<file path="src/ribt_pkg.sv">
package ribt_pkg;

  // Request codes carried on the input tuser
  localparam logic [1:0] REQ_UPDATE  = 2'd0;
  localparam logic [1:0] REQ_BLINK   = 2'd1;
  localparam logic [1:0] REQ_RESTART = 2'd2;

  // Configuration register indexes
  localparam logic [1:0] CFG_MIN_INTERVAL = 2'd0;
  localparam logic [1:0] CFG_MAX_INTERVAL = 2'd1;
  localparam logic [1:0] CFG_PULSE_LENGTH = 2'd2;

  localparam int unsigned CfgW  = 31;
  localparam int unsigned TimeW = 32;

  // Generator seed and shift amounts
  localparam logic [31:0] RNG_SEED = 32'h0000_A5A5;
  localparam int unsigned RngShA   = 13;
  localparam int unsigned RngShB   = 17;
  localparam int unsigned RngShC   = 5;

  localparam logic [4:0] DIV_LAST = 5'd31;

  typedef enum logic [4:0] {
    S_IDLE   = 5'b00001,
    S_EXEC   = 5'b00010,
    S_DIV    = 5'b00100,
    S_GAP    = 5'b01000,
    S_COMMIT = 5'b10000
  } ctrl_state_e;

  // Commands from the controller to the datapath
  typedef struct packed {
    logic load;
    logic decide;
    logic div_start;
    logic div_step;
    logic gap_calc;
    logic commit;
  } ribt_cmd_t;

  // Status from the datapath to the controller
  typedef struct packed {
    logic draw;
    logic div_done;
  } ribt_sts_t;

endpackage

</file>
<file path="src/ribt_ctrl.sv">
module ribt_ctrl import ribt_pkg::*; (
  input  logic      clk_i,
  input  logic      rst_ni,
  input  logic      in_valid_i,
  output logic      in_ready_o,
  output logic      out_valid_o,
  input  logic      out_ready_i,
  input  ribt_sts_t sts_i,
  output ribt_cmd_t cmd_o
);

  ctrl_state_e state_q, state_d;
  logic        out_valid_q, out_valid_d;
  logic        out_free;

  assign out_free    = !out_valid_q || out_ready_i;
  assign in_ready_o  = (state_q == S_IDLE);
  assign out_valid_o = out_valid_q;

  // Sequence one request through decide, divide (when a value is drawn), gap and commit
  always_comb begin
    state_d = state_q;
    cmd_o   = '0;
    case (state_q)
      S_IDLE: begin
        if (in_valid_i) begin
          cmd_o.load = 1'b1;
          state_d    = S_EXEC;
        end
      end
      S_EXEC: begin
        cmd_o.decide = 1'b1;
        if (sts_i.draw) begin
          cmd_o.div_start = 1'b1;
          state_d         = S_DIV;
        end else begin
          state_d = S_GAP;
        end
      end
      S_DIV: begin
        cmd_o.div_step = 1'b1;
        if (sts_i.div_done) begin
          state_d = S_GAP;
        end
      end
      S_GAP: begin
        cmd_o.gap_calc = 1'b1;
        state_d        = S_COMMIT;
      end
      S_COMMIT: begin
        if (out_free) begin
          cmd_o.commit = 1'b1;
          state_d      = S_IDLE;
        end
      end
      default: begin
        state_d = S_IDLE;
      end
    endcase
  end

  // Hold the result until the receiver takes it
  always_comb begin
    out_valid_d = out_valid_q;
    if (out_valid_q && out_ready_i) begin
      out_valid_d = 1'b0;
    end
    if (cmd_o.commit) begin
      out_valid_d = 1'b1;
    end
  end

  always_ff @(posedge clk_i or negedge rst_ni) begin
    if (!rst_ni) begin
      state_q     <= S_IDLE;
      out_valid_q <= 1'b0;
    end else begin
      state_q     <= state_d;
      out_valid_q <= out_valid_d;
    end
  end

endmodule

</file>
<file path="src/ribt_datapath.sv">
module ribt_datapath import ribt_pkg::*; (
  input  logic             clk_i,
  input  logic             rst_ni,
  input  logic             cfg_we_i,
  input  logic [1:0]       cfg_index_i,
  input  logic [CfgW-1:0]  cfg_data_i,
  input  logic [1:0]       req_type_i,
  input  logic [TimeW-1:0] now_ms_i,
  input  ribt_cmd_t        cmd_i,
  output ribt_sts_t        sts_o,
  output logic             blinking_o,
  output logic [TimeW-1:0] next_due_o
);

  // Configuration registers
  logic [CfgW-1:0] min_q, max_q, len_q;

  // Timer state
  logic             active_q, active_d;
  logic [TimeW-1:0] start_q, start_d;
  logic [TimeW-1:0] due_q, due_d;
  logic [31:0]      rng_q, rng_d;

  // Latched request
  logic [1:0]       req_q;
  logic [TimeW-1:0] now_q;

  // Decision flags
  logic need_gap_q, draw_q;
  logic need_gap_c, draw_c, expired_c, span_nz;

  // Serial remainder unit
  logic [31:0]      dvd_q, rem_q, dsr_q;
  logic [4:0]       cnt_q;
  logic [32:0]      trial;
  logic [32:0]      trial_sub;
  logic [TimeW-1:0] gap_q;

  // Other datapath signals
  logic [CfgW-1:0]  len_eff;
  logic [TimeW-1:0] pulse_end;
  logic [CfgW-1:0]  span;
  logic [31:0]      rng_step;

  // Take configuration writes; unknown indexes drop
  always_ff @(posedge clk_i or negedge rst_ni) begin
    if (!rst_ni) begin
      min_q <= '0;
      max_q <= '0;
      len_q <= CfgW'(1);
    end else if (cfg_we_i) begin
      case (cfg_index_i)
        CFG_MIN_INTERVAL: min_q <= cfg_data_i;
        CFG_MAX_INTERVAL: max_q <= cfg_data_i;
        CFG_PULSE_LENGTH: len_q <= cfg_data_i;
        default: ;
      endcase
    end
  end

  // Latch the request
  always_ff @(posedge clk_i) begin
    if (cmd_i.load) begin
      req_q <= req_type_i;
      now_q <= now_ms_i;
    end
  end

  // Pulse expiry and the need for a new gap
  assign len_eff    = (len_q == '0) ? CfgW'(1) : len_q;
  assign pulse_end  = start_q + {1'b0, len_eff};
  assign expired_c  = (now_q >= pulse_end);
  assign span_nz    = (max_q > min_q);
  assign span       = max_q - min_q;
  assign need_gap_c = ((req_q == REQ_UPDATE) && active_q && expired_c) ||
                      (req_q == REQ_RESTART);
  assign draw_c     = need_gap_c && span_nz;

  assign sts_o.draw     = draw_c;
  assign sts_o.div_done = (cnt_q == DIV_LAST);

  always_ff @(posedge clk_i) begin
    if (cmd_i.decide) begin
      need_gap_q <= need_gap_c;
      draw_q     <= draw_c;
    end
  end

  // Advance the xorshift generator, reload the seed on zero
  always_comb begin
    rng_step = rng_q ^ (rng_q << RngShA);
    rng_step = rng_step ^ (rng_step >> RngShB);
    rng_step = rng_step ^ (rng_step << RngShC);
    rng_d    = (rng_step == '0) ? RNG_SEED : rng_step;
  end

  // Restoring remainder, one dividend bit per cycle
  assign trial     = {rem_q, dvd_q[31]};
  assign trial_sub = trial - {1'b0, dsr_q};

  always_ff @(posedge clk_i) begin
    if (cmd_i.div_start) begin
      dvd_q <= rng_d;
      rem_q <= '0;
      dsr_q <= {1'b0, span} + 32'd1;
      cnt_q <= '0;
    end else if (cmd_i.div_step) begin
      dvd_q <= {dvd_q[30:0], 1'b0};
      rem_q <= trial_sub[32] ? trial[31:0] : trial_sub[31:0];
      cnt_q <= cnt_q + 5'd1;
    end
  end

  // Form the gap: min plus the remainder when a value was drawn
  always_ff @(posedge clk_i) begin
    if (cmd_i.gap_calc) begin
      gap_q <= {1'b0, min_q} + (draw_q ? rem_q : 32'd0);
    end
  end

  // Apply the request to the timer state
  always_comb begin
    active_d = active_q;
    start_d  = start_q;
    due_d    = due_q;
    case (req_q)
      REQ_UPDATE: begin
        if (active_q) begin
          if (need_gap_q) begin
            active_d = 1'b0;
            due_d    = now_q + gap_q;
          end
        end else if (now_q >= due_q) begin
          active_d = 1'b1;
          start_d  = now_q;
        end
      end
      REQ_BLINK: begin
        due_d = now_q;
      end
      REQ_RESTART: begin
        active_d = 1'b0;
        start_d  = '0;
        due_d    = now_q + gap_q;
      end
      default: ;
    endcase
  end

  always_ff @(posedge clk_i or negedge rst_ni) begin
    if (!rst_ni) begin
      active_q <= 1'b0;
      start_q  <= '0;
      due_q    <= '0;
      rng_q    <= RNG_SEED;
    end else begin
      if (cmd_i.commit) begin
        active_q <= active_d;
        start_q  <= start_d;
        due_q    <= due_d;
      end
      if (cmd_i.div_start) begin
        rng_q <= rng_d;
      end
    end
  end

  // Output register
  always_ff @(posedge clk_i) begin
    if (cmd_i.commit) begin
      blinking_o <= active_d;
      next_due_o <= due_d;
    end
  end

endmodule

</file>
<file path="src/random_interval_blink_timer.sv">
// Random interval blink timer.
// Input stream: s_axis_tuser carries the request (update, blink now, restart),
// s_axis_tdata the current time in ms. Output stream: one result per request,
// m_axis_tdata carries the blinking flag and the next due time.
// Configuration: cfg_valid_i/cfg_index_i/cfg_data_i write min interval (0),
// max interval (1) and pulse length (2); cfg_ready_o is always high and
// writes to index 3 are dropped. Write only while the block is idle.
// A request that draws no random value passes through decide, gap and commit;
// one that draws a gap also runs the bit-serial remainder unit, which forms one
// 32-bit modulo one dividend bit at a time.
// One request is in work at a time, so the next request is taken only after
// the previous one has committed.
// The result sits in an output register: a stalled receiver holds the result
// while the next request is still accepted and worked on; that request waits
// in its last step until the register frees.
// Reset clears the timer state, seeds the generator with 0xA5A5, sets the
// pulse length to 1 and the intervals to 0.
module random_interval_blink_timer import ribt_pkg::*; (
  input  logic        clk_i,
  input  logic        rst_ni,
  // Configuration write channel
  input  logic        cfg_valid_i,
  output logic        cfg_ready_o,
  input  logic [1:0]  cfg_index_i,
  input  logic [30:0] cfg_data_i,
  // Request stream
  input  logic        s_axis_tvalid,
  output logic        s_axis_tready,
  input  logic [31:0] s_axis_tdata,  // [31:0] now_ms
  input  logic [1:0]  s_axis_tuser,  // [1:0] req_type
  // Result stream
  output logic        m_axis_tvalid,
  input  logic        m_axis_tready,
  output logic [39:0] m_axis_tdata   // [0] blinking, [32:1] next_due, [39:33] zero
);

  ribt_cmd_t  cmd;
  ribt_sts_t  sts;
  logic       blinking;
  logic [31:0] next_due;

  assign cfg_ready_o  = 1'b1;
  assign m_axis_tdata = {7'd0, next_due, blinking};

  ribt_ctrl u_ctrl (
    .clk_i       (clk_i),
    .rst_ni      (rst_ni),
    .in_valid_i  (s_axis_tvalid),
    .in_ready_o  (s_axis_tready),
    .out_valid_o (m_axis_tvalid),
    .out_ready_i (m_axis_tready),
    .sts_i       (sts),
    .cmd_o       (cmd)
  );

  ribt_datapath u_datapath (
    .clk_i       (clk_i),
    .rst_ni      (rst_ni),
    .cfg_we_i    (cfg_valid_i),
    .cfg_index_i (cfg_index_i),
    .cfg_data_i  (cfg_data_i),
    .req_type_i  (s_axis_tuser),
    .now_ms_i    (s_axis_tdata),
    .cmd_i       (cmd),
    .sts_o       (sts),
    .blinking_o  (blinking),
    .next_due_o  (next_due)
  );

endmodule
</file>
<file path="config.mk">
export PLATFORM = sky130hd
export DESIGN_NAME = random_interval_blink_timer
export DESIGN_NICKNAME = d
export VERILOG_FILES = /design/src/ribt_pkg.sv /design/src/ribt_ctrl.sv /design/src/ribt_datapath.sv /design/src/random_interval_blink_timer.sv
export SDC_FILE = /design/constraint.sdc
export NUM_CORES = 1
export LEC_CHECK = 0
export BUFFER_PORTS_ARGS = -buffer_cell sky130_fd_sc_hd__buf_2
export CAP_MARGIN = 5
export CELL_PAD_IN_SITES_DETAIL_PLACEMENT = 0
export CELL_PAD_IN_SITES_GLOBAL_PLACEMENT = 1
export CORE_MARGIN = 5
export CORE_UTILIZATION = 43
export DETAILED_ROUTE_END_ITERATION = 7
export PLACE_DENSITY = 0.81
export SLEW_MARGIN = 10
export SYNTH_ARGS = -nofsm -noshare
export SYNTH_HDL_FRONTEND = slang
export SYNTH_HIERARCHICAL = 1
export SYNTH_SLANG_ARGS = --single-unit
</file>
<file path="constraint.sdc">
create_clock -name clk_i -period 8.08 [get_ports clk_i]
set_input_delay 0.404 -clock clk_i [delete_from_list [all_inputs] [get_ports clk_i]]
set_output_delay 0.404 -clock clk_i [all_outputs]
set_load 0.02 [all_outputs]
</file>
==> results.json, run 1 <==
{
  "power_density_mw_per_mm2": 305,
  "finalInstanceArea_sq_mm": 0.0304,
  "gr-total-overflow": 0,
  "area_growth_syn_to_layout_pct": 11.1,
  "io_buffer_count": 106,
  "startpoint_to_endpoint_class_of_the_critical_path": "flip-flop to flip-flop",
  "clk_pin_slew_worst_paths_ns": 0.06,
  "synth-edff-count": 165,
  "tritoncts.num_buffers": 46,
  "postRouteAntennaNets": 0,
  "cts-htree-levels": 2,
  "postCtsSetupRepairBufs": 0,
  "wire_per_inst_microns": 18.9,
  "max_freq_ghz": 0.143,
  "max_slew_margin": 0.319,
  "timing.critical_path.slowest_stage_cell": "or4_1",
  "antenna_found_initial": 1,
  "post_synth.cell_area_avg_sq_um": 9.26,
  "grt_pass1_wl_mm": 117,
  "cts_tree": "done",
  "critical_path.startpoint_type": "flip-flop",
  "postPlaceCellArea_sq_mm": 0.0285,
  "worstMarginPinSlew_ns": 1.02,
  "detailedPlacementHpwl_mm": 54.2,
  "holdCritPathClass": "primary input to flip-flop",
  "placed_cells": 3773,
  "routed_vias": 21900,
  "cap_violations": 0,
  "timing.critical_path.to_type": "flip-flop",
  "first_global_vias": 21800,
  "setup_viol": 0,
  "async_reset_ff_frac": 0.492,
  "final_max_slew_violation_count": 0,
  "die_outline_area_sq_mm": 0.0688,
  "place_worst_setup_slack_ns": 0.952,
  "pin_count": 115,
  "floorplan.initialDensity": 0.434,
  "grt_setup_unrepaired": "false",
  "maximum_number_of_pins_on_one_net_before_global_route_repair": 130,
  "period_share": 0.864,
  "design_power_total_mw": 9.27,
  "chipWidth_microns": 262,
  "antenna_cells": 0,
  "fin_crit_ns": 6.98,
  "fin_clk_skew_ns": 0.0290,
  "irDropWorstVdd_mv": 0.159,
  "timing.final.hold_violations": 0,
  "tritoncts_num_sinks": 398,
  "fin_cells": 3894,
  "leakage_nw": 13.2,
  "syn_area_sq_mm": 0.0274,
  "placement_rows": 92,
  "nets": 3310,
  "layout_common_cells": "276 x nand2_1, 226 x nor2_1, 223 x ha_1",
  "grt_use_total": 0.206,
  "critical_path_required_ns": 8.42,
  "worst_path_largest_cell_delay_ns": 0.49,
  "final_layout_size_suffix_gt1_frac": 0.109,
  "timing.final.ws_setup_ns": 1.10,
  "outcome": "finished clean",
  "synth_seq_area_share": 0.388,
  "register_bit_count_reported_by_yosys": 398,
  "die_height_microns": 262,
  "cts_hold_repair.buffers": 35,
  "post_cts_resized": 0,
  "clock-root-buffer": "clkbuf_16",
  "drt_pre_antenna_iters": 5,
  "core_area_sq_mm": 0.0631,
  "vias_per_cell": 5.63,
  "synthesis.instances": 2956,
  "totalWireLength_mm": 73.4,
  "detail_route.iter0.violations": 1553,
  "arrival_ns": 7.32,
  "mostFrequentLayoutCell": "nand2_1",
  "ys.warnings.count": 6,
  "unique_cell_type_count_in_the_yosys_netlist": 98,
  "synth_flop_cell": "dfrtp_1",
  "crit_fanout": 24,
  "clock_latency_ns": 0.60,
  "cts_max_path_buffers": 3,
  "remaining_drc_errors": 0,
  "place_congestion": 0.924,
  "total_neg_setup_slack_ns": 0
}
==> cells in the mapped netlist, drive strengths merged (91+ instances only) <==
| library cell | number | share of area |
|---|---|---|
| inv | 198 | 0.027 |
| clkbuf | 118 | 0.016 |
| ha | 223 | 0.10 |
| nor2 | 227 | 0.031 |
| xor2 | 93 | 0.030 |
| dfrtp | 186 | 0.17 |
| xnor2 | 154 | 0.050 |
| o21ai | 184 | 0.034 |
| a21oi | 223 | 0.041 |
| a21o | 91 | 0.025 |
| edfxtp | 165 | 0.18 |
| nand2 | 276 | 0.038 |
==> layout make-up <==
class	count	area [sq um]
Tap cell	846	1060
Clock buffer	60	1260
Inverter	199	747
Timing Repair Buffer	164	1070
Multi-Input combinational cell	2201	15400
Sequential cell	398	10600
Fill cell	5835	32700
Clock inverter	26	278
==> logic make-up after synthesis <==
group | after synthesis | share of synthesized area
AND/OR/NAND/NOR | 859 | 0.153
multiplexers | 83 | 0.0340
buffers and inverters | 363 | 0.0532
flip-flops | 398 | 0.388
other | 2 | 0.000274
XOR/XNOR | 247 | 0.0807
AO/OA/AOI/OAI | 776 | 0.186
adder cells (fa/ha/maj) | 228 | 0.106
==> routing by layer <==
layer	wire, microns	track usage
met5	0	0
met4	2650	0.0739
met3	3740	0.0254
met2	33100	0.332
met1	34000	0.287
==> per-stage QoR <==
stage / util / hold slack, ns
2_1_floorplan: - / 0.108
3_3_place_gp: 0.452 / 0.482
3_5_place_dp: 0.452 / 0.496
4_1_cts: 0.482 / 0.0234
5_1_grt: 0.482 / 0.0608
6_report: 0.482 / 0.0536
==> worst paths after layout <==
check	slack, ns	depth (start not counted)	from	to
max in group asynchronous	6.20	3	rst_ni	u_datapath/rng_q[21]$_DFFE_PN0P_
min in group asynchronous	0.48	2	rst_ni	u_datapath/due_q[3]$_DFFE_PN0P_
hold reg to reg	0.51	2	u_datapath/rem_q[15]$_SDFFE_PP0P_	u_datapath/rem_q[16]$_SDFFE_PP0P_
setup / recovery	1.10	29	u_datapath/len_q[23]$_DFFE_PN0P_	u_datapath/dvd_q[19]$_DFFE_PP_
setup reg to reg	1.10	29	u_datapath/len_q[23]$_DFFE_PN0P_	u_datapath/dvd_q[19]$_DFFE_PP_
hold / removal	0.05	2	s_axis_tvalid	u_ctrl/state_q[1]$_DFFE_PN0P_
==> power by group <==
part | internal (mW) | switching [mW]
sequential | 2.55 | 0.374
clock | 1.27 | 0.883
combinational | 1.72 | 2.48
total | 5.54 | 3.73
==> worst max-delay path, delay by kind of cell (launching register included) <==
family | cells | cell delay (ns)
AND/OR/NAND/NOR | 10 | 2.57
AO/OA/AOI/OAI | 13 | 2.42
adder cells (fa/ha/maj) | 3 | 0.85
buffers and inverters | 2 | 0.41
flip-flops | 1 | 0.39
XOR/XNOR | 1 | 0.07
==> sequential cells by signal, indices dropped and copies added, names as in the netlist, 31 cells and up <==
| register | count |
|---|---|
| u_datapath/min_q | 31 |
| u_datapath/len_q | 31 |
| u_datapath/due_q | 32 |
| u_datapath/max_q | 31 |
| u_datapath/next_due_o | 32 |
| u_datapath/gap_q | 32 |
| u_datapath/dvd_q | 32 |
| u_datapath/rem_q | 32 |
| u_datapath/now_q | 32 |
| u_datapath/start_q | 32 |
| u_datapath/dsr_q | 32 |
| u_datapath/rng_q | 32 |
(Power assumes the default switching activity.)
==> run 2, diff against run 1 <==
Settings changed: CORE_MARGIN 5 to unset, CORE_UTILIZATION 43 to 49, PLACE_DENSITY 0.81 to 0.9.
==> run 2 against run 1 <==
Critical path depth rose by 1; via count rose by 0.65%; count of clock-buffer cells in the layout rose by 4; routed wire length fell by 3.0%; critical endpoint is now u_datapath/rem_q[31]$_SDFFE_PP0P_; non-clock buffer count rose by 1; register-to-register slack improved by 0.06 ns; cell count fell by 2.5%.
==> results.json, run 2 (synthesis gave the netlist of run 1 again) <==
{
  "drt_pre_antenna_iters": 5,
  "crit_fanout": 65,
  "power_density_mw_per_mm2": 302,
  "detailedPlacementHpwl_mm": 52.3,
  "worst_path_largest_cell_delay_ns": 0.61,
  "max_freq_ghz": 0.144,
  "layout_common_cells": "276 x nand2_1, 226 x nor2_1, 223 x ha_1",
  "pin_count": 115,
  "cell_family_contributing_the_most_delay_on_the_critical_path": "compound AO/OA/AOI/OAI gates",
  "timing.final.hold_violations": 0,
  "vias_per_cell": 5.81,
  "setup_viol": 0,
  "floorplan.initialDensity": 0.497,
  "totalWireLength_mm": 71.3,
  "first_global_vias": 21600,
  "placement_rows": 86,
  "chipWidth_microns": 238,
  "holdCritPathClass": "primary input to flip-flop",
  "critical_path.startpoint_type": "flip-flop",
  "timing.critical_path.slowest_stage_cell": "buf_4",
  "core_area_sq_mm": 0.0551,
  "final_layout_size_suffix_gt1_frac": 0.110,
  "grt_pass1_wl_mm": 114,
  "period_share": 0.857,
  "mostFrequentLayoutCell": "nand2_1",
  "multi_input_comb_area_sq_mm": 0.0154,
  "grt_setup_unrepaired": "false",
  "clock_latency_ns": 0.61,
  "seqCellArea_sq_mm": 0.0106,
  "arrival_ns": 7.38,
  "cts-htree-levels": 2,
  "clk_pin_slew_worst_paths_ns": 0.06,
  "grt_use_total": 0.250,
  "critical_path.most_common_cell": "o21ai_0",
  "antenna_found_initial": 1,
  "total_neg_setup_slack_ns": 0,
  "fin_clk_skew_ns": 0.0339,
  "worstMarginPinSlew_ns": 1.05,
  "cp_num_buf_inv": 2,
  "irDropWorstVdd_mv": 0.181,
  "place_worst_setup_slack_ns": 0.998,
  "postRouteAntennaNets": 0,
  "startpoint_to_endpoint_class_of_the_critical_path": "flip-flop to flip-flop",
  "detail_route.iter0.violations": 1797,
  "cts_max_path_buffers": 3,
  "nets": 3311,
  "max_slew_margin": 0.303,
  "area_growth_syn_to_layout_pct": 10.4,
  "final_max_slew_violation_count": 0,
  "post_cts_resized": 0,
  "place_congestion": 0.930,
  "tritoncts_num_sinks": 398,
  "critical_path_required_ns": 8.53,
  "die_height_microns": 238,
  "maximum_number_of_pins_on_one_net_before_global_route_repair": 73,
  "io_buffer_count": 106,
  "wire_per_inst_microns": 18.8,
  "leakage_nw": 13.2,
  "gr-total-overflow": 0,
  "routed_vias": 22100,
  "outcome": "finished clean",
  "fin_crit_ns": 6.92,
  "fillers": 4869,
  "timing.final.ws_setup_ns": 1.16,
  "timing.critical_path.to_type": "flip-flop",
  "cts_tree": "done",
  "die_outline_area_sq_mm": 0.0568,
  "tritoncts.num_buffers": 46,
  "clock-root-buffer": "clkbuf_16",
  "cap_violations": 0,
  "remaining_drc_errors": 0
}
## run 2: changes by cell type in the layout (fill, tap and decap cells not counted), sizes merged
cell      previous run  this run
diode                0         1
buf                128       129
clkinvlp             2         0
bufinv               5         0
clkbuf              61        65
inv                200       203
## run 2: final timing paths
kind	from	endpoint	slack [ns]	depth (start not counted)
setup / recovery	u_datapath/len_q[23]$_DFFE_PN0P_	u_datapath/rem_q[31]$_SDFFE_PP0P_	1.16	30
hold / removal	s_axis_tvalid	u_ctrl/state_q[1]$_DFFE_PN0P_	0.07	2
setup reg to reg	u_datapath/len_q[23]$_DFFE_PN0P_	u_datapath/rem_q[31]$_SDFFE_PP0P_	1.16	30
hold reg to reg	u_datapath/rng_q[28]$_DFFE_PN0P_	u_datapath/rng_q[28]$_DFFE_PN0P_	0.49	1
max in group asynchronous	rst_ni	u_datapath/min_q[14]$_DFFE_PN0P_	6.32	3
min in group asynchronous	rst_ni	u_datapath/due_q[7]$_DFFE_PN0P_	0.38	2
## run 2: metal layers
layer | global-route usage | wire [microns]
met3 | 0.0295 | 3630
met4 | 0.0946 | 2560
met5 | 0 | 0
met1 | 0.344 | 32600
met2 | 0.403 | 32500
## run 2: power breakdown
part           internal, mW  switching, mW
clock                  1.15          0.884
sequential             2.55          0.382
combinational          1.72           2.44
## run 2: worst reg2reg max path, delay by kind of cell (launching register included)
kind | cells | cell delay (ns)
flops | 1 | 0.41
compound gates | 14 | 2.58
buf+inv | 2 | 0.67
xor+xnor | 1 | 0.07
simple gates | 10 | 2.21
fa+ha+maj | 3 | 0.87
## run 2: stage by stage
stage | hold WS, ns | util | cells | instance area (sq um) | total power [mW]
after floorplan | 0.108 | - | 2962 | 27400 | 6.04
after global placement | 0.441 | 0.515 | 3676 | 28400 | 6.90
after detailed placement | 0.444 | 0.515 | 3676 | 28400 | 7.01
after CTS | 0.0420 | 0.548 | 3797 | 30200 | 9.12
after global routing | 0.0650 | 0.548 | 3797 | 30200 | 9.75
final | 0.0736 | 0.548 | 3798 | 30200 | 9.13
## run 2: cell type report
type                            count  area share
Antenna cell                        1   0.0000829
Clock buffer                       64      0.0438
Clock inverter                     22     0.00518
Inverter                          199      0.0247
Multi-Input combinational cell   2201       0.508
Sequential cell                   398       0.351
Tap cell                          748      0.0310
Timing Repair Buffer              165      0.0354
## run 2: what timing repair did
action,in CTS,in global routing
buffers inserted,0,0
hold buffers,35,0
endpoints found under the hold margin,92,0
setup endpoints to repair,0,0
